## config.mk

```make
export PLATFORM = sky130hd
export DESIGN_NAME = nsmc_mulw
export DESIGN_NICKNAME = d
export VERILOG_FILES = /design/src/nsmc_mulw.sv
export SDC_FILE = /design/constraint.sdc
export NUM_CORES = 2
export LEC_CHECK = 0
export ABC_AREA = 1
export BUFFER_PORTS_ARGS = -buffer_cell sky130_fd_sc_hd__buf_2
export CORE_UTILIZATION = 60
export CTS_CLUSTER_SIZE = 20
export DETAILED_ROUTE_END_ITERATION = 12
export PLACE_DENSITY = 0.8
export SYNTH_ARGS = -nofsm -noshare
export SYNTH_HDL_FRONTEND = slang
export SYNTH_SLANG_ARGS = --single-unit
```

## constraint.sdc

```tcl
create_clock -name clk -period 7.6 [get_ports clk]
set_clock_uncertainty 0.1 [all_clocks]
set_input_delay 1.52 -clock clk [delete_from_list [all_inputs] [get_ports clk]]
set_output_delay 1.52 -clock clk [all_outputs]
set_load 0.02 [all_outputs]
```

## src/nsmc_mulw.sv

```systemverilog
// Wide-by-narrow multiplier: registered limb products, then one registered wide add.
module nsmc_mulw #(
  parameter int AW = 48,
  parameter int BW = 24
) (
  input  logic            clk,
  input  logic            en,
  input  logic [AW-1:0]   a,
  input  logic [BW-1:0]   b,
  output logic [AW+BW-1:0] prod
);

  localparam int NL = (AW + BW - 1) / BW;
  localparam int VW = (NL + 1) * BW;

  logic [NL*BW-1:0] a_ext;
  logic [2*BW-1:0]  pp_r [NL];
  logic [VW-1:0]    ev, od, sum;

  assign a_ext = (NL*BW)'(a);

  always_ff @(posedge clk) begin
    if (en) begin
      for (int i = 0; i < NL; i++) pp_r[i] <= a_ext[i*BW +: BW] * b;
    end
  end

  // even and odd limb products do not overlap among themselves
  always_comb begin
    ev = '0;
    od = '0;
    for (int i = 0; i < NL; i++) begin
      if (i % 2 == 0) ev[i*BW +: 2*BW] = pp_r[i];
      else            od[i*BW +: 2*BW] = pp_r[i];
    end
    sum = ev + od;
  end

  always_ff @(posedge clk) begin
    if (en) prod <= sum[AW+BW-1:0];
  end

endmodule

```

==> metrics.yaml <==
r2r_cells: 13
r2r-end: "prod[48]"
clk_pin_slew_ns: 0.07
status: "finished, violations left"
seqCellArea_um2: 5040
drc: 26
startpoint: "b[20]"
setup_violations: 0
ys_warn_count: 0
grt_overflow: 0
cpMostUsedCell: "fa_1"
cts_setup_buffers: 0
ant_nets: 0
crit_cells: 23
end_kind: "flip-flop"
drive_above_1_share: 0.0760
synth_cell_types: 32
max_stage_delay_ns: 0.58
ys_ff_latch: 168
row_count: 104
fmax_mhz: 136
die-height_um: 288
min_path_type: "flip-flop to flip-flop"
cts_tree: "built"
grt.total_usage: 0.338
r2r_slack_ns: 4.83
hpwl_um: 114000
routedWlPerCell_um: 16.9
h-tree-depth: 4
report.final.slew_viol_count: 0
cts_buffers: 17
worst-path-buf-inv: 7
synth_area_um2: 49100
layout_common_cells: "inv_1, nand2_1, fa_1, ha_1, buf_4"
crit_family: "adder cells"
grt_pass1_vias: 42500
worstSkewPairLatency_ns: 0.48
maxCapViolations: 0
tightest_slew_ns: 0.731
crit_arrival_ns: 7.53
placed_area_um2: 53000
cts_resized: 0
syn_inst: 6560
finalCriticalPeriod_ns: 7.37
core_um2: 80700
synth_edf_count: 168
critical_path.endpoint: "pp_r[0][25]"
holdWs_ns: 0.321
grt_pass1_wl_um: 218000
ys.flop_type: "edfxtp_1"
grt_max_degree: 78
crit_fanout: 20
finalWirelength_um: 133000
dieArea_um2: 82900
slew_headroom: 0.513
gp_congestion: 0.993
fin_util: 0.664
nFillCells: 6847
io_pins: 146
violations: "DRC"
clockBufferDepth: 2
synth_area_per_cell_um2: 7.48
hold_viol: 0
cts.sinks: 168
initial_core_util: 0.608
fin_area_um2: 53500
n_antenna_cell: 0
async_reset_ff_frac: 0
final_common_cell: "inv_1"
setup_slack_ns: 0.232
die_w_um: 288
antenna_found_initial: 2
dr_total_vias: 40300
multi_input_area_um2: 35200
root_buffer: "clkbuf_16"
crit_chain: "buf_2, buf_4, buf_4, nand2_1, fa_1, inv_1, fa_1, fa_1, fa_1, fa_1, fa_1, inv_1, fa_1, inv_1, ha_1, nand2_1, nor2_1, nand2_1, nor2_1, nand2_1, nand3_1, buf_4, xor2_1"
grt_setup_unrepaired: "no"
finalCritPeriodShare: 0.969
fin_nets: 8199
cp-start-kind: "input port"
ys_seq_area_frac: 0.103
worstPathRequired_ns: 7.76
via_per_inst: 5.12
area_growth_pct: 9.12
numPortBuffers: 145
place_ws_ns: -0.138
holdBufCountCts: 0
cp_slowest_cell: "fa_1"
syn-num-nets: 7971
first_pass_iters: 12
critical_path_class: "input port to flip-flop"
drt-initial-drc-count: 3657
reg2reg_from: "pp_r[0][24]"
-- layer usage --
layer / GRT usage / part of all wire
met3: 0.0541 / 0.090
met2: 0.531 / 0.45
met4: 0.119 / 0.034
met1: 0.477 / 0.43
met5: 0 / 0.00018
-- synth_stat cells (4+ instances only) --
cell         n  area share
nor2_1     185       0.014
nand2_2     10      0.0013
xnor2_1     15      0.0027
nand4_1     19      0.0024
o21bai_1    14      0.0021
o21ai_0      7     0.00071
edfxtp_1   168        0.10
ha_1       372       0.095
inv_2        4     0.00031
nand2_1   2117        0.16
nor2_2      20      0.0026
clkbuf_1   192       0.015
buf_1       24      0.0018
nand3_1    123       0.013
nand3_2     16      0.0033
a21oi_1     71      0.0072
xor2_1      63       0.011
fa_1       965        0.39
a31oi_1      8      0.0010
inv_1     2125        0.16
nor3_1      16      0.0016
and2_1       4     0.00051
or2_2        4     0.00051
-- state kept, by name (all words and copies together), names as in the netlist --
name	flops
pp_r	96
prod	72
-- worst reg2reg max path, cell delays in order (launching register included) --
cell,delay (ns)
edfxtp_1,0.49
ha_1,0.33
inv_1,0.09
fa_1,0.43
inv_1,0.07
nand3_1,0.06
nand2_1,0.17
nand2_1,0.09
nand2_2,0.13
nand2_1,0.08
nand2_2,0.08
nand2_2,0.06
nand2_2,0.11
xor2_1,0.28
-- area by class of cell --
class                           instances  share of cell area
Sequential cell                       168              0.0942
Tap cell                             1060              0.0248
Clock inverter                         15             0.00252
Inverter                             2129               0.149
Clock buffer                           17             0.00795
Multi-Input combinational cell       4047               0.658
Timing Repair Buffer                  425              0.0635
-- metrics by stage --
stage	TNS, ns	cells
2_1_floorplan	0	6560
3_3_place_gp	-0.111	7829
3_5_place_dp	-0.815	7829
4_1_cts	0	7861
5_1_grt	0	7861
6_report	0	7861
-- logic make-up after synthesis --
group	count (synthesis)	synth area share
AOI/OAI and AO/OA	101	0.0114
xor gates and xnor gates	78	0.0139
adders and majority gates	1337	0.489
buffers and inverters	2345	0.179
DFF	168	0.103
and+or+nand+nor	2531	0.204
-- worst min-delay path by stage --
stage	slack (ns)	start	depth (start not counted)	end
after floorplan	0.30	pp_r[0][0]	0	prod[0]
after CTS	0.32	pp_r[0][10]	0	prod[10]
after detailed placement	0.30	pp_r[0][5]	0	prod[5]
final	0.32	pp_r[0][5]	0	prod[5]
after global placement	0.30	pp_r[0][16]	0	prod[16]
after global routing	0.33	pp_r[0][1]	0	prod[1]
Power is left out: the tool's default activity adds up to more than one toggle a clock period on the data nets, which glitch-free logic cannot reach.
