$ cat src/nsmc_dly.sv
// Enabled shift-register delay line.
module nsmc_dly #(
  parameter int W = 8,
  parameter int D = 2
) (
  input  logic         clk,
  input  logic         en,
  input  logic [W-1:0] din,
  output logic [W-1:0] dout
);

  logic [W-1:0] tap_r [D];

  always_ff @(posedge clk) begin
    if (en) begin
      tap_r[0] <= din;
      for (int i = 1; i < D; i++) tap_r[i] <= tap_r[i-1];
    end
  end

  assign dout = tap_r[D-1];

endmodule

$ cat config.mk
export PLATFORM = sky130hd
export DESIGN_NAME = nsmc_dly
export DESIGN_NICKNAME = d
export VERILOG_FILES = /design/src/nsmc_dly.sv
export SDC_FILE = /design/constraint.sdc
export NUM_CORES = 1
export LEC_CHECK = 0
export BUFFER_PORTS_ARGS = -buffer_cell sky130_fd_sc_hd__buf_2
export CAP_MARGIN = 20
export CORE_ASPECT_RATIO = 1.1
export CORE_UTILIZATION = 25
export CTS_CLUSTER_DIAMETER = 40
export DETAILED_ROUTE_END_ITERATION = 8
export HOLD_SLACK_MARGIN = 0.06
export PLACE_DENSITY = 0.52
export SYNTH_ARGS = -nofsm -noshare
export SYNTH_HDL_FRONTEND = slang
export SYNTH_SLANG_ARGS = --single-unit
$ cat constraint.sdc
create_clock -name clk -period 0.8 [get_ports clk]
set_input_delay 0.04 -clock clk [delete_from_list [all_inputs] [get_ports clk]]
set_output_delay 0.04 -clock clk [all_outputs]
set_load 0.01 [all_outputs]
==> results.tsv, run 1 <==
metric	value	unit
Die W	46.34	µm
top post-synthesis cells by area	edfxtp_1 89%, buf_4 11%	
highest routed layer	met3	
Post-CTS Setup Inserts	0	
RR Startpoint	tap_r[0][7]$_DFFE_PP_	
Biggest register	tap_r	
fillers	206	
multi-input gates	0	
Post-synth top cells	16 x edfxtp_1, 8 x buf_4	
PwrDens	2133	nW/µm²
first-pass GRT wire length	800	µm
Top delay family on crit path	flip-flops	
Final Setup Violations	8	
Fin Hold WS	0.1771	ns
Hold Fails Final Rpt	0	
Top Ports	18	
CP max-delay cell	edfxtp_1	
number of cells on the critical path	1	
Worst Path Arrival	0.78	ns
Vias/cell	3.192	
syn_area_per_cell	22.52	µm²
crit-path max FO	1	
Clock Pin Slew Worst Setup and Hold Paths	0.09	ns
grt ovf	0	
Hold Crit Depth	1	
antenna violations before repair	0	
Worst Setup SP	tap_r[0][9]$_DFFE_PP_	
remaining antenna violation count	0	
Multi-input gate area	0	µm²
CP startpoint kind	flop	
antenna cells	0	
Period Utilization, post-route	102.7	%
Clock Tree Root	clkbuf_4	
Num CTS Buffers	3	
vias in the first global route	217	
most common cell in the synthesized netlist	edfxtp_1	
Top Registers	tap_r (16)	
CP endpoint kind	output pin	
synth unique cells	2	
share of layout cells above drive strength 1	44.44	%
Hold Crit Class	in -> reg	
All-Layer GR Usage	5.370	%
GPL Wtd Cong	0.5946	
Hold Crit Start	en	
cell count after synthesis	24	
post-synthesis sequential area ratio	88.89	%
Clock Sinks	16	
clock tree from TritonCTS	yes	
1st-iter DRT viols	1	
die area	2352	µm²
# DRC	0	
final setup margin	-0.02131	ns
Seq cells post-synth	16	
ys async rst share	0	%
Leak Pwr	0.2723	nW
met3 WL post-DR	17	µm
Clock Latency Late Sink	0.28	ns
routed vias	233	
WL/cell	7.589	µm
Synth top area share	88.89	%
# rows	17	
largest net degree at the start of global routing	17	
critical path's largest stage delay	0.36	ns
Initial Utilization	26.75	%
headroom to the max-slew limit	77.94	%
fin. max-slew vios	0	
wire length on met1	223	µm
crit-path cells	buf_2	
Worst Path Buf+Inv	1	
failing checks	setup timing	
met2 wire length	312	µm
H-tree levels	1	
Critical Path RT	0.76	ns
Post-CTS Resized	0	
status	finished with violations	
syn nets	34	
warnings from Yosys	0	
TNS Setup	-0.1158	ns
Synth area leader	edfxtp_1	
count of flip-flops with a built-in enable after synthesis	16	
clk buf depth	2	
Layout area overhead	30.79	%
RSZ-0062 raised after global routing	true	
total core area	2021	µm²
Nets	56	
Tmin final	0.8213	ns
max reg flops	16	
FF-to-FF path depth	0	
Fmax	1218	MHz
Layout Skew	0.008529	ns
actual slew at the worst max-slew pin	0.3309	ns
total routed wirelength	554	µm
Critical Setup Path Class	reg -> out	
max_cap viols	0	
VDD IR-drop max	643.4	µV
die height	50.77	µm
Mapped Area	540.5	µm²
Primary FF master, synth	edfxtp_1	
Port Buffers	17	
Place WS	0.1142	ns
drt pass-1 iters	2	
## cells in the final DEF, fill, tap and decap left out
cell type	instances
dlygate4sd3_1	8
clkinv_1	1
clkbuf_4	3
edfxtp_1	16
buf_2	17
## metal layers
layer	vias up	GRT usage, %
li1	121	-
met1	104	4.662
met2	8	8.333
met3	0	0
met4	0	8.824
met5	-	0
## final timing paths
path	to	slack [ns]
worst min register to register	tap_r[0][12]$_DFFE_PP_	0.42
worst max-delay path	dout[1]	-0.02
worst min-delay path	tap_r[0][7]$_DFFE_PP_	0.18
worst max register to register	tap_r[0][15]$_DFFE_PP_	0.16
## timing repair
item,4_1_cts,5_1_grt
hold endpoints to repair,8,0
hold buffers,8,0
setup endpoints to repair,8,8
pin swaps,0,0
## per-stage QoR
| step | power (mW) | util [%] | instances | area, µm² |
|---|---|---|---|---|
| CTS | 1.527 | 34.98 | 73 | 706.9 |
| finish | 1.508 | 34.98 | 73 | 706.9 |
| floorplan | 1.073 | - | 24 | 540.5 |
| global placement | 1.095 | 29.72 | 61 | 600.6 |
| global route | 1.572 | 34.98 | 73 | 706.9 |
| detailed placement | 1.099 | 29.72 | 61 | 600.6 |
## cell type report
type                  instances  area [µm²]  share of cell area, %
timing repair buffer         25       165.2                  23.36
tap                          28       35.03                  4.956
clock inverter                1       3.754                 0.5310
sequential                   16       480.5                  67.96
clock buffer                  3       22.52                  3.186
## report_power, final
group | total [mW] | internal, mW | switching, mW
logic | 0.102 | 0.0576 | 0.0448
clock network | 0.402 | 0.181 | 0.221
registers | 1.00 | 0.992 | 0.0111
total | 1.51 | 1.23 | 0.277
## kinds of logic (layout without fill, tap and decap cells)
logic type	count (synthesis)	in the layout	share of synthesized area, %
buffers and inverters	8	29	11.11
flip-flops	16	16	88.89
No activity file was read; power rests on OpenSTA's default activity.
==> run 2, diff against run 1 <==
Settings changed: SKIP_CTS_REPAIR_TIMING set to 1.
==> run 2 against run 1 <==
Compared with the run above: die area unchanged; core utilization stayed put; largest cell class unchanged; clock power is essentially flat; the flow still finishes with violations (setup timing); count of clock-buffer cells in the layout did not move; combinational power is essentially flat; global-route usage decreased by 0.51 points; maximum frequency rose by 0.22%; sequential share of layout area is the same; clock skew down 0.00070 ns; via count is 1.7% higher; final cell count is the same; non-clock buffer count unchanged.
==> results.tsv, run 2 (synthesized netlist as in run 1, its figures left out) <==
metric	value	unit
Num CTS Buffers	3	
commonest cells after routing, fill and taps aside	17 x buf_2, 16 x edfxtp_1, 8 x dlygate4sd3_1	
Top delay family on crit path	flip-flops	
max reg flops	16	
grt ovf	0	
Worst Path Arrival	0.78	ns
critical path's largest stage delay	0.36	ns
Layout Skew	0.007826	ns
1st-iter DRT viols	1	
Tmin final	0.8195	ns
Clock Latency Late Sink	0.27	ns
Top Registers	tap_r (16)	
die height	50.77	µm
Final Setup Violations	8	
die area	2352	µm²
headroom to the max-slew limit	77.97	%
GPL Wtd Cong	0.5946	
Biggest register	tap_r	
Port Buffers	17	
Hold Fails Final Rpt	0	
routed vias	237	
Clock Sinks	16	
antenna violations before repair	0	
Vias/cell	3.247	
remaining antenna violation count	0	
Critical Setup Path Class	reg -> out	
All-Layer GR Usage	4.859	%
total routed wirelength	563	µm
clk buf depth	2	
Leak Pwr	0.2723	nW
Critical Path RT	0.76	ns
largest net degree at the start of global routing	17	
first-pass GRT wire length	717	µm
# DRC	0	
Worst Path Buf+Inv	1	
actual slew at the worst max-slew pin	0.3304	ns
Initial Utilization	26.75	%
fillers	209	
Tot Pwr	1.506	mW
Period Utilization, post-route	102.4	%
H-tree levels	1	
antenna cells	0	
Layout area overhead	30.79	%
Nets	56	
status	finished with violations	
Top Ports	18	
# rows	17	
failing checks	setup timing	
multi-input gates	0	
crit-path cells	buf_2	
CP max-delay cell	edfxtp_1	
total core area	2021	µm²
vias in the first global route	200	
clock tree from TritonCTS	yes	
RSZ-0062 raised after global routing	true	
fin. max-slew vios	0	
VDD IR-drop max	641.3	µV
CP endpoint kind	output pin	
drt pass-1 iters	2	
Final Util	34.98	%
Multi-input gate area	0	µm²
max_cap viols	0	
Clock Tree Root	clkbuf_4	
crit-path max FO	1	
Die W	46.34	µm
most common cell after layout, fill and taps aside	buf_2	
final setup margin	-0.01951	ns
Fmax	1220	MHz
WL/cell	7.712	µm
CP startpoint kind	flop	
Clock Pin Slew Worst Setup and Hold Paths	0.09	ns
share of layout cells above drive strength 1	44.44	%
Hold Crit Class	in -> reg	
PwrDens	2130	nW/µm²
==> run 2: cell counts in the layout (fill, tap and decap cells not counted) <==
Identical to the previous run, type by type.
==> run 2: path summary, 6_finish.rpt <==
kind	start	slack (ns)	depth (start not counted)	end
max reg2reg	tap_r[0][7]$_DFFE_PP_	0.17	0	tap_r[0][15]$_DFFE_PP_
max	tap_r[0][9]$_DFFE_PP_	-0.02	1	dout[1]
min reg2reg	tap_r[0][4]$_DFFE_PP_	0.42	0	tap_r[0][12]$_DFFE_PP_
min	en	0.18	1	tap_r[0][9]$_DFFE_PP_
==> run 2: stage by stage <==
step	cells	setup TNS [ns]	worst slack, ns	hold slack [ns]	area [µm²]
2_1_floorplan	24	0	0.2112	0.1389	540.5
3_3_place_gp	61	0	0.1292	0.2178	600.6
3_5_place_dp	61	0	0.1142	0.2200	600.6
4_1_cts	65	-0.2476	-0.04845	-0.07218	626.9
5_1_grt	73	-0.4604	-0.06306	0.1788	706.9
6_report	73	-0.1056	-0.01951	0.1789	706.9
==> run 2: final cells by class <==
class / instances / area [µm²] / share of cell area, %
well taps: 28 / 35.03 / 4.956
clock inverters: 1 / 3.754 / 0.5310
clock buffers: 3 / 22.52 / 3.186
repair buffers: 25 / 165.2 / 23.36
flip-flops and latches: 16 / 480.5 / 67.96
==> run 2: layer usage <==
metal  GRT usage (%)  part of all wire, %
met1           4.186                   41
met4           8.824                    0
met2           7.176                   55
met3               0                  3.2
met5               0                    0
==> run 2: report_power, final <==
group / total (mW) / switching (mW) / internal, mW
combinational: 0.103 / 0.0451 / 0.0576
clock: 0.400 / 0.220 / 0.181
sequential: 1.00 / 0.0109 / 0.992
total: 1.51 / 0.276 / 1.23
==> run 3, diff against run 2 <==
Settings changed: CORE_AREA set to 2 2 39 41, CORE_ASPECT_RATIO 1.1 to unset, CORE_UTILIZATION 25 to unset, CTS_BUF_LIST set to sky130_fd_sc_hd__clkbuf_8, DIE_AREA set to 0 0 41 43, PLACE_DENSITY 0.52 to 0.73.
==> run 3 against run 2 <==
Compared with the run above: the flow now finishes without violations; critical path depth unchanged; flip-flop and latch count unchanged; non-clock buffer count unchanged; die area down 25%; global-route usage up 3.1 points; critical endpoint is now dout[5]; largest power group unchanged; highest routed layer unchanged.
==> results.tsv, run 3 (synthesized netlist as in run 1, its figures left out) <==
metric	value	unit
status	finished clean	
1st-iter DRT viols	1	
Num CTS Buffers	3	
first-pass GRT wire length	890	µm
# DRC	0	
Place WS	0.1115	ns
# rows	14	
Biggest register	tap_r	
PwrDens	2360	nW/µm²
vias in the first global route	220	
final setup margin	0.004829	ns
Layout area overhead	30.79	%
Initial Utilization	39.06	%
clock group share of total power	33.4	%
commonest cells after routing, fill and taps aside	17 x buf_2, 16 x edfxtp_1, 8 x dlygate4sd3_1	
Die W	41	µm
crit-path cells	buf_2	
Switching Share	17.03	%
Clock Sinks	16	
GPL Wtd Cong	0.5998	
grt ovf	0	
largest net degree at the start of global routing	17	
actual slew at the worst max-slew pin	0.3290	ns
TNS Setup	0	ns
most common cell after layout, fill and taps aside	buf_2	
Clock Latency Late Sink	0.23	ns
Hold Crit Class	in -> reg	
Comb power frac	6.1	%
CP max-delay cell	edfxtp_1	
Port Buffers	17	
antenna cells	0	
Layout Cells excl Fill	60	
antenna violations before repair	0	
Critical Path RT	0.76	ns
max_cap viols	0	
Layout Skew	0.0004506	ns
headroom to the max-slew limit	78.07	%
Hold Fails Final Rpt	0	
crit-path max FO	1	
die height	43	µm
Psw	0.2842	mW
critical path's largest stage delay	0.37	ns
Final Util	51.09	%
total core area	1384	µm²
WL/cell	10.43	µm
Top delay family on crit path	flip-flops	
multi-input gates	0	
clk buf depth	2	
H-tree levels	1	
drt pass-1 iters	2	
Top Ports	18	
Cell Area, Placed	585.6	µm²
Placed Instances	49	
post-route cell area	706.9	µm²
Tmin final	0.7952	ns
routed vias	246	
Vias/cell	4.100	
fin. max-slew vios	0	
Top Registers	tap_r (16)	
Final Setup Violations	0	
internal cell power	1.384	mW
Fmax	1258	MHz
total routed wirelength	626	µm
All-Layer GR Usage	7.917	%
Nets	56	
Fin Hold WS	0.2222	ns
share of layout cells above drive strength 1	45.45	%
die area	1763	µm²
CP endpoint kind	output pin	
Period Utilization, post-route	99.40	%
VDD IR-drop max	1155	µV
Clock Pin Slew Worst Setup and Hold Paths	0.06	ns
Leak Pwr	0.2785	nW
Seq pwr share	60.5	%
Clock Tree Root	clkbuf_8	
Worst Path Buf+Inv	1	
Worst Path Arrival	0.76	ns
CP startpoint kind	flop	
Critical Setup Path Class	reg -> out	
Multi-input gate area	0	µm²
max reg flops	16	
remaining antenna violation count	0	
RSZ-0062 raised after global routing	true	
clock tree from TritonCTS	yes	
Tot Pwr	1.668	mW
## run 3: path summary, 6_finish.rpt
kind                     startpoint  cells past startpoint  slack [ns]                      to
max          tap_r[0][13]$_DFFE_PP_                      1       0.005                 dout[5]
min                              en                      1        0.22  tap_r[0][14]$_DFFE_PP_
max reg2reg   tap_r[0][7]$_DFFE_PP_                      0        0.17  tap_r[0][15]$_DFFE_PP_
min reg2reg   tap_r[0][4]$_DFFE_PP_                      0        0.42  tap_r[0][12]$_DFFE_PP_
## run 3: power groups by stage
stage,Sequential [mW],Clock (mW),Combinational (mW)
global route,1.02,0.607,0.113
finish,1.01,0.557,0.102
detailed placement,1.03,0,0.0749
global placement,1.02,0,0.0725
CTS,1.01,0.561,0.0750
floorplan,1.02,0,0.0508
## run 3: final cells by class
| class | instances | area (µm²) |
|---|---|---|
| Timing Repair Buffer | 25 | 165.2 |
| Fill cell | 113 | 676.9 |
| Clock buffer | 3 | 41.29 |
| Tap cell | 16 | 20.02 |
| Sequential cell | 16 | 480.5 |
## run 3: layer usage
layer  global-route usage [%]  vias up  share of wire (%)
met2                    11.25       12                 48
met4                    6.000        0                  0
met5                        0        -                  0
met1                    10.18      114                 44
met3                    1.571        0                7.3
li1                         -      120                  -
