[src/nsmc_mulw.sv]
// Wide-by-narrow multiplier: registered limb products, then one registered wide add.
module nsmc_mulw #(
  parameter int AW = 48,
  parameter int BW = 24
) (
  input  logic            clk,
  input  logic            en,
  input  logic [AW-1:0]   a,
  input  logic [BW-1:0]   b,
  output logic [AW+BW-1:0] prod
);

  localparam int NL = (AW + BW - 1) / BW;
  localparam int VW = (NL + 1) * BW;

  logic [NL*BW-1:0] a_ext;
  logic [2*BW-1:0]  pp_r [NL];
  logic [VW-1:0]    ev, od, sum;

  assign a_ext = (NL*BW)'(a);

  always_ff @(posedge clk) begin
    if (en) begin
      for (int i = 0; i < NL; i++) pp_r[i] <= a_ext[i*BW +: BW] * b;
    end
  end

  // even and odd limb products do not overlap among themselves
  always_comb begin
    ev = '0;
    od = '0;
    for (int i = 0; i < NL; i++) begin
      if (i % 2 == 0) ev[i*BW +: 2*BW] = pp_r[i];
      else            od[i*BW +: 2*BW] = pp_r[i];
    end
    sum = ev + od;
  end

  always_ff @(posedge clk) begin
    if (en) prod <= sum[AW+BW-1:0];
  end

endmodule

[src/nsmc_pow.sv]
// Integer power unit: repeated multiply by the base, two stages per step.
module nsmc_pow #(
  parameter int BW  = 25,
  parameter int EXP = 2
) (
  input  logic              clk,
  input  logic              en,
  input  logic [BW-1:0]     base,
  output logic [BW*EXP-1:0] pw
);

  localparam int PW = BW * EXP;

  logic [PW-1:0] acc [EXP];
  logic [BW-1:0] bs  [EXP];

  assign acc[0] = PW'(base);
  assign bs[0]  = base;

  for (genvar k = 0; k < EXP - 1; k++) begin : g_step
    logic [PW+BW-1:0] prod;

    nsmc_mulw #(.AW(PW), .BW(BW)) u_mul (
      .clk  (clk),
      .en   (en),
      .a    (acc[k]),
      .b    (bs[k]),
      .prod (prod)
    );

    assign acc[k+1] = prod[PW-1:0];

    if (k < EXP - 2) begin : g_base
      logic [BW-1:0] b1_r, b2_r;
      always_ff @(posedge clk) begin
        if (en) begin
          b1_r <= bs[k];
          b2_r <= b1_r;
        end
      end
      assign bs[k+1] = b2_r;
    end
  end

  assign pw = acc[EXP-1];

endmodule
[config.mk]
export PLATFORM = sky130hd
export DESIGN_NAME = nsmc_pow
export DESIGN_NICKNAME = d
export VERILOG_FILES = /design/src/nsmc_mulw.sv /design/src/nsmc_pow.sv
export SDC_FILE = /design/constraint.sdc
export NUM_CORES = 1
export LEC_CHECK = 0
export ABC_AREA = 1
export BUFFER_PORTS_ARGS = -buffer_cell sky130_fd_sc_hd__buf_2
export CELL_PAD_IN_SITES_DETAIL_PLACEMENT = 1
export CELL_PAD_IN_SITES_GLOBAL_PLACEMENT = 2
export CORE_ASPECT_RATIO = 0.75
export CORE_MARGIN = 3
export CORE_UTILIZATION = 43
export CTS_BUF_LIST = sky130_fd_sc_hd__clkbuf_8
export DETAILED_ROUTE_END_ITERATION = 10
export HOLD_SLACK_MARGIN = 0.1
export PLACE_DENSITY_LB_ADDON = 0.1
export SYNTH_ARGS = -nofsm -noshare
export SYNTH_HDL_FRONTEND = slang
export SYNTH_HIERARCHICAL = 1
export SYNTH_SLANG_ARGS = --single-unit
[constraint.sdc]
create_clock -name clk -period 9.5 [get_ports clk]
set_input_delay 0.475 -clock clk [delete_from_list [all_inputs] [get_ports clk]]
set_output_delay 0.475 -clock clk [all_outputs]
set_load 0.05 [all_outputs]
==> summary.md, run 1 <==
| Metric | Value |
|---|---|
| Die Ht | `around 270 µm` |
| Worst skew pair latency | `approximately 470 ps` |
| Initial DRC Count | `between 1000 and 1500` |
| Number of global-route vias before repair | `roughly 33000` |
| Final GP Congestion | `just under 0.9` |
| Initial antenna violation count | `6` |
| DR vias | `about 30000` |
| Startpoint Class | `primary input` |
| CTS H-tree depth | `4` |
| Crit path DAT | `around 7400 ps` |
| CTS tree | `yes` |
| CP max FO | `38` |
| Layout net count | `6247` |
| Cell Area, Synth | `just under 40000 µm²` |
| Slew @ Worst Pin | `~1100 ps` |
| Max Buffers Root-to-Sink | `2` |
| Final wirelength | `roughly 110 mm` |
| Clock Sinks | `approximately 130` |
| WP buf/inv | `7` |
| Clk pin slew, worst setup/hold paths | `roughly 80 ps` |
| Yosys warning total | `6` |
| First-pass detailed-route iteration total | `5` |
| Fillers | `between 10000 and 15000` |
| Hold-fix buffers at CTS | `0` |
| Die X | `between 300 and 400 µm` |
| Worst setup path class | `primary input to flop` |
| Hold crit path type | `flop to flop` |
| Gr ovfl total | `0` |
| Worst-path cell chain | `buf_2 -> buf_4 -> nand2_1 -> fa_1 -> inv_1 -> fa_1 -> inv_1 -> fa_1 -> fa_1 -> inv_1 -> fa_1 -> fa_1 -> inv_1 -> fa_1 -> inv_1 -> ha_1 -> nand2_1 -> nor2_1 -> nand2_1 -> nor3_1 -> nand3_1 -> nand4_1 -> nand2_1` |
| Avg WL per Cell | `between 15 and 20 µm` |
| Post-CTS Setup Bufs | `0` |
| Avg Inst Size Synth | `~7.4 µm²` |
| Worst path most repeated cell | `fa_1` |
| ANT nets after route | `0` |
| Core Area | `89900 µm²` |
| Detailed placement HPWL | `between 90 and 100 mm` |
| Synth-to-Final Area Change | `3.92%` |
| Finished Core Util | `roughly 45%` |
| Slew Limit Fails | `0` |
| CP peak stage delay | `about 750 ps` |
| Share of layout cells above drive strength 1 | `about 3.3%` |
| Total Die Area | `around 95000 µm²` |
| Largest net degree at the start of global routing | `71` |
| Crit-path slowest cell | `buf_2` |
| DRC | `0` |
| Fin worst setup slack | `around 2400 ps` |
| Max Clock Skew | `roughly 18 ps` |
| Global-route wire length before repair | `185 mm` |
| Rel. slew slack | `roughly 25%` |
| PortBufs | `76` |
| Root Buffer | `clkbuf_8` |
| Final non-filler cell area | `around 41000 µm²` |
| Area occupied by registers | `about 3800 µm²` |
| Critical path's top delay family | `adder cells` |
| Final period utilization | `between 70% and 80%` |
| Maxcap violations | `0` |
| Fin crit period | `7120 ps` |
| Initial Util | `a little over two fifths` |
| RSZ-0062 raised after global routing | `no` |
| Worst path required time | `a little under 10000 ps` |
| Post-CTS Resized | `0` |
| Post-Syn Instances | `between 5000 and 6000` |
| Max Fclk | `0.140 GHz` |
| Endpoints failing hold | `0` |
| Tot GR Track Use | `between 20 and 30%` |
| Place WS | `1910 ps` |
| Area of the multi-input gates | `about 28000 µm²` |
| Vias/cell | `4.65` |
| Io pins | `77` |
| Placed standard-cell area | `40300 µm²` |
| Outcome | `finished clean` |
| Setup TNS | `0 ps` |
| Row cnt | `95` |
| Cts bufs inserted | `17` |
| Final setup viols | `0` |
| CP Capture Type | `flop` |
[registers in the layout (all words and copies together) (netlist names)]
name               flops
g_step.u_mul/prod     50
g_step.u_mul/pp_r     75
[per-layer routing]
layer	routed length, µm	up-vias	track usage [%]	share of wire [%]
met5	0	-	0	0
met4	1280	0	3.36	1.1
met3	3900	71	2.10	3.4
met2	53400	383	41.9	47
met1	56100	15000	36.7	49
li1	-	14100	-	-
[metrics by stage]
stage	hold WS, ps	instances
2_1_floorplan	400	5294
3_3_place_gp	402	6328
3_5_place_dp	406	6328
4_1_cts	422	6357
5_1_grt	428	6357
6_report	422	6358
[layout make-up]
class / count / share of cell area, %
multi-input cells: 3115 / 68.3
inverters: 1767 / 16.3
flip-flops and latches: 125 / 9.23
well taps: 1212 / 3.73
repair buffers: 109 / 1.62
clock buffers: 17 / 0.575
clock inverters: 12 / 0.268
diodes: 1 / 0.00615
[placed cells by master (no fill, tap or decap)]
| cell | count |
|---|---|
| nor4_1 | 3 |
| diode_2 | 1 |
| xnor2_1 | 9 |
| buf_4 | 33 |
| ha_1 | 302 |
| nand4_1 | 9 |
| nor3_2 | 1 |
| fa_1 | 783 |
| inv_1 | 1769 |
| clkbuf_8 | 17 |
| edfxtp_1 | 125 |
| o21ai_0 | 1 |
| clkinv_2 | 3 |
| a21oi_1 | 38 |
| nor3_1 | 3 |
| bufinv_16 | 2 |
| nand3_2 | 10 |
| or2_2 | 2 |
| nor2_2 | 20 |
| xor2_1 | 62 |
| buf_2 | 74 |
| o21ai_1 | 1 |
| nand3_1 | 69 |
| nor2_1 | 114 |
| clkinv_1 | 3 |
| clkinvlp_4 | 2 |
| a31oi_1 | 4 |
| conb_1 | 25 |
| nor2_4 | 1 |
| o21bai_1 | 5 |
| o21ai_2 | 1 |
| nand2_2 | 4 |
| buf_12 | 2 |
| nand2_1 | 1648 |
[path summary, 6_finish.rpt]
kind | from | end | slack [ps] | cells after the start
worst max-delay path | base[14] | g_step[0].u_mul/pp_r[0][44]$_DFFE_PP_ | 2380 | 23
worst min-delay path | g_step[0].u_mul/pp_r[0][5]$_DFFE_PP_ | g_step[0].u_mul/prod[5]$_DFFE_PP_ | 420 | 0
worst max register to register | g_step[0].u_mul/pp_r[0][25]$_DFFE_PP_ | g_step[0].u_mul/prod[45]$_DFFE_PP_ | 7100 | 10
worst min register to register | g_step[0].u_mul/pp_r[0][5]$_DFFE_PP_ | g_step[0].u_mul/prod[5]$_DFFE_PP_ | 420 | 0
Power of run 1 is left out: the tool's default activity adds up to more than one toggle a clock period on the data nets, which glitch-free logic cannot reach.
==> run 2, diff against run 1 <==
--- a/config.mk
+++ b/config.mk
@@ -11,7 +11,7 @@
 export CELL_PAD_IN_SITES_GLOBAL_PLACEMENT = 2
 export CORE_ASPECT_RATIO = 0.75
 export CORE_MARGIN = 3
-export CORE_UTILIZATION = 43
+export CORE_UTILIZATION = 36
 export CTS_BUF_LIST = sky130_fd_sc_hd__clkbuf_8
 export DETAILED_ROUTE_END_ITERATION = 10
 export HOLD_SLACK_MARGIN = 0.1
==> constraint.sdc (replaced) <==
create_clock -name clk -period 6.32 [get_ports clk]
set_input_delay 0.316 -clock clk [delete_from_list [all_inputs] [get_ports clk]]
set_output_delay 0.316 -clock clk [all_outputs]
set_load 0.05 [all_outputs]
==> summary.md, run 2 (synthesis gave the netlist of run 1 again) <==
| Metric | Value |
|---|---|
| Final period utilization | `a little over nine tenths` |
| Max Buffers Root-to-Sink | `2` |
| ANT nets after route | `0` |
| Outcome | `finished clean` |
| Rel. slew slack | `between 30% and 40%` |
| Max Fclk | `between 0.15 and 0.2 GHz` |
| Max Clock Skew | `between 30 and 40 ps` |
| CTS H-tree depth | `4` |
| Avg WL per Cell | `17.1 µm` |
| Largest register by flop count | `g_step.u_mul/pp_r` |
| Clk pin slew, worst setup/hold paths | `80 ps` |
| Core Area | `~110000 µm²` |
| Post-CTS Setup Bufs | `0` |
| RSZ-0062 raised after global routing | `no` |
| Largest net degree at the start of global routing | `around 70` |
| Slew Limit Fails | `0` |
| Final GP Congestion | `around 0.82` |
| Io pins | `77` |
| Place WS | `-536 ps` |
| Detailed placement HPWL | `102 mm` |
| Startpoint Class | `primary input` |
| HP Start | `g_step[0].u_mul/pp_r[0][3]$_DFFE_PP_` |
| Final wirelength | `between 100 and 150 mm` |
| DRC | `0` |
| Reg-to-reg slack, setup | `about 3900 ps` |
| Final setup viols | `0` |
| CP Capture Type | `flop` |
| DR vias | `~30000` |
| Cts bufs inserted | `17` |
| Tot GR Track Use | `a little over a fifth` |
| Share of layout cells above drive strength 1 | `under 10%` |
| Worst skew pair latency | `490 ps` |
| Fin crit period | `slightly above 6000 ps` |
| Worst hold stages | `0` |
| Worst setup path class | `primary input to flop` |
| PortBufs | `76` |
| Synth-to-Final Area Change | `10.9%` |
| Vias/cell | `approximately 4.4` |
| Die X | `387 µm` |
| Total Die Area | `between 100000 and 150000 µm²` |
| Number of global-route vias before repair | `~33000` |
| Root Buffer | `clkbuf_8` |
| Maxcap violations | `0` |
| Crit path DAT | `roughly 6300 ps` |
| CP max FO | `9` |
| Worst Hold Path EP | `g_step[0].u_mul/prod[3]$_DFFE_PP_` |
| Hold crit path type | `flop to flop` |
| Die Ht | `between 200 and 300 µm` |
| Fillers | `about 13000` |
| Regs by FF count | `g_step.u_mul/pp_r: 75 flops, g_step.u_mul/prod: 50 flops` |
| Layout net count | `6507` |
| CTS tree | `yes` |
| Largest register FFs | `75` |
| RR Endpoint | `g_step[0].u_mul/prod[45]$_DFFE_PP_` |
| First-pass detailed-route iteration total | `5` |
| Worst R2R Start | `g_step[0].u_mul/pp_r[0][25]$_DFFE_PP_` |
| Slew @ Worst Pin | `between 1000 and 1500 ps` |
| Endpoints failing hold | `0` |
| Row cnt | `104` |
| Initial Util | `36.4%` |
| Gr ovfl total | `0` |
| Most frequent cells in the layout | `inv_1, nand2_1, fa_1` |
| FF-to-FF path depth | `10` |
| Most common cell after layout, fill and taps aside | `inv_1` |
| Fin worst setup slack | `278 ps` |
| Initial DRC Count | `1224` |
| Global-route wire length before repair | `about 190 mm` |
| Initial antenna violation count | `4` |
| Worst path required time | `about 6600 ps` |
| Clock Sinks | `125` |
run 2: what timing repair did:
action,CTS,global route
hold buffers,0,0
setup endpoints to repair,1,20
gates resized for setup,2,9
run 2: critical path: stages:
cell	delay [ps]
clkbuf_4	290
buf_4	200
nand2_1	70
fa_1	580
fa_1	480
fa_1	520
fa_1	510
inv_1	50
fa_1	500
fa_1	500
inv_1	50
fa_1	520
inv_1	60
ha_1	330
buf_4	150
nand2_1	100
nor2_1	260
nand2_1	160
nor2_1	160
buf_4	130
nand3_1	110
nand4_1	120
nand2_1	50
run 2: worst max path at each step:
stage,start,to,slack (ps),depth (start not counted)
3_5_place_dp,base[10],g_step[0].u_mul/pp_r[0][27]$_DFFE_PP_,-540,22
5_1_grt,base[5],g_step[0].u_mul/pp_r[0][47]$_DFFE_PP_,0.1,28
6_report,base[4],g_step[0].u_mul/pp_r[0][44]$_DFFE_PP_,280,23
2_1_floorplan,base[21],g_step[0].u_mul/pp_r[0][49]$_DFFE_PP_,390,25
4_1_cts,base[4],g_step[0].u_mul/pp_r[0][27]$_DFFE_PP_,20,24
3_3_place_gp,base[10],g_step[0].u_mul/pp_r[0][44]$_DFFE_PP_,-470,24
run 2: area by class of cell:
| cell class | instances | area, µm² | area share (%) |
|---|---|---|---|
| antenna | 3 | 7.51 | 0.0173 |
| clock buffer | 17 | 234 | 0.539 |
| clock inverter | 15 | 188 | 0.432 |
| inverter | 1767 | 6630 | 15.3 |
| multi-input combinational | 3115 | 27800 | 64.0 |
| sequential | 125 | 3750 | 8.65 |
| tap | 1431 | 1790 | 4.13 |
| timing repair buffer | 369 | 3000 | 6.92 |
run 2: metrics by stage:
stage	std cells	TNS (ps)	hold WS [ps]	utilization, %	instance area [µm²]
6_report	6842	0	425	40.3	43400
5_1_grt	6839	0	420	40.3	43400
4_1_cts	6839	0	387	40.3	43400
3_5_place_dp	6807	-9860	406	39.9	42900
3_3_place_gp	6807	-9190	402	39.9	42900
2_1_floorplan	5294	0	400	-	39200
run 2: routing by layer:
layer  share of wire, %  track usage [%]  up-vias
li1                   -                -    14600
met1                 52             32.4    14900
met2                 46             35.2      241
met4               0.81             2.24        2
met5              0.015                0        -
met3                1.9             1.23       53
Power of run 2 is left out for the same reason.
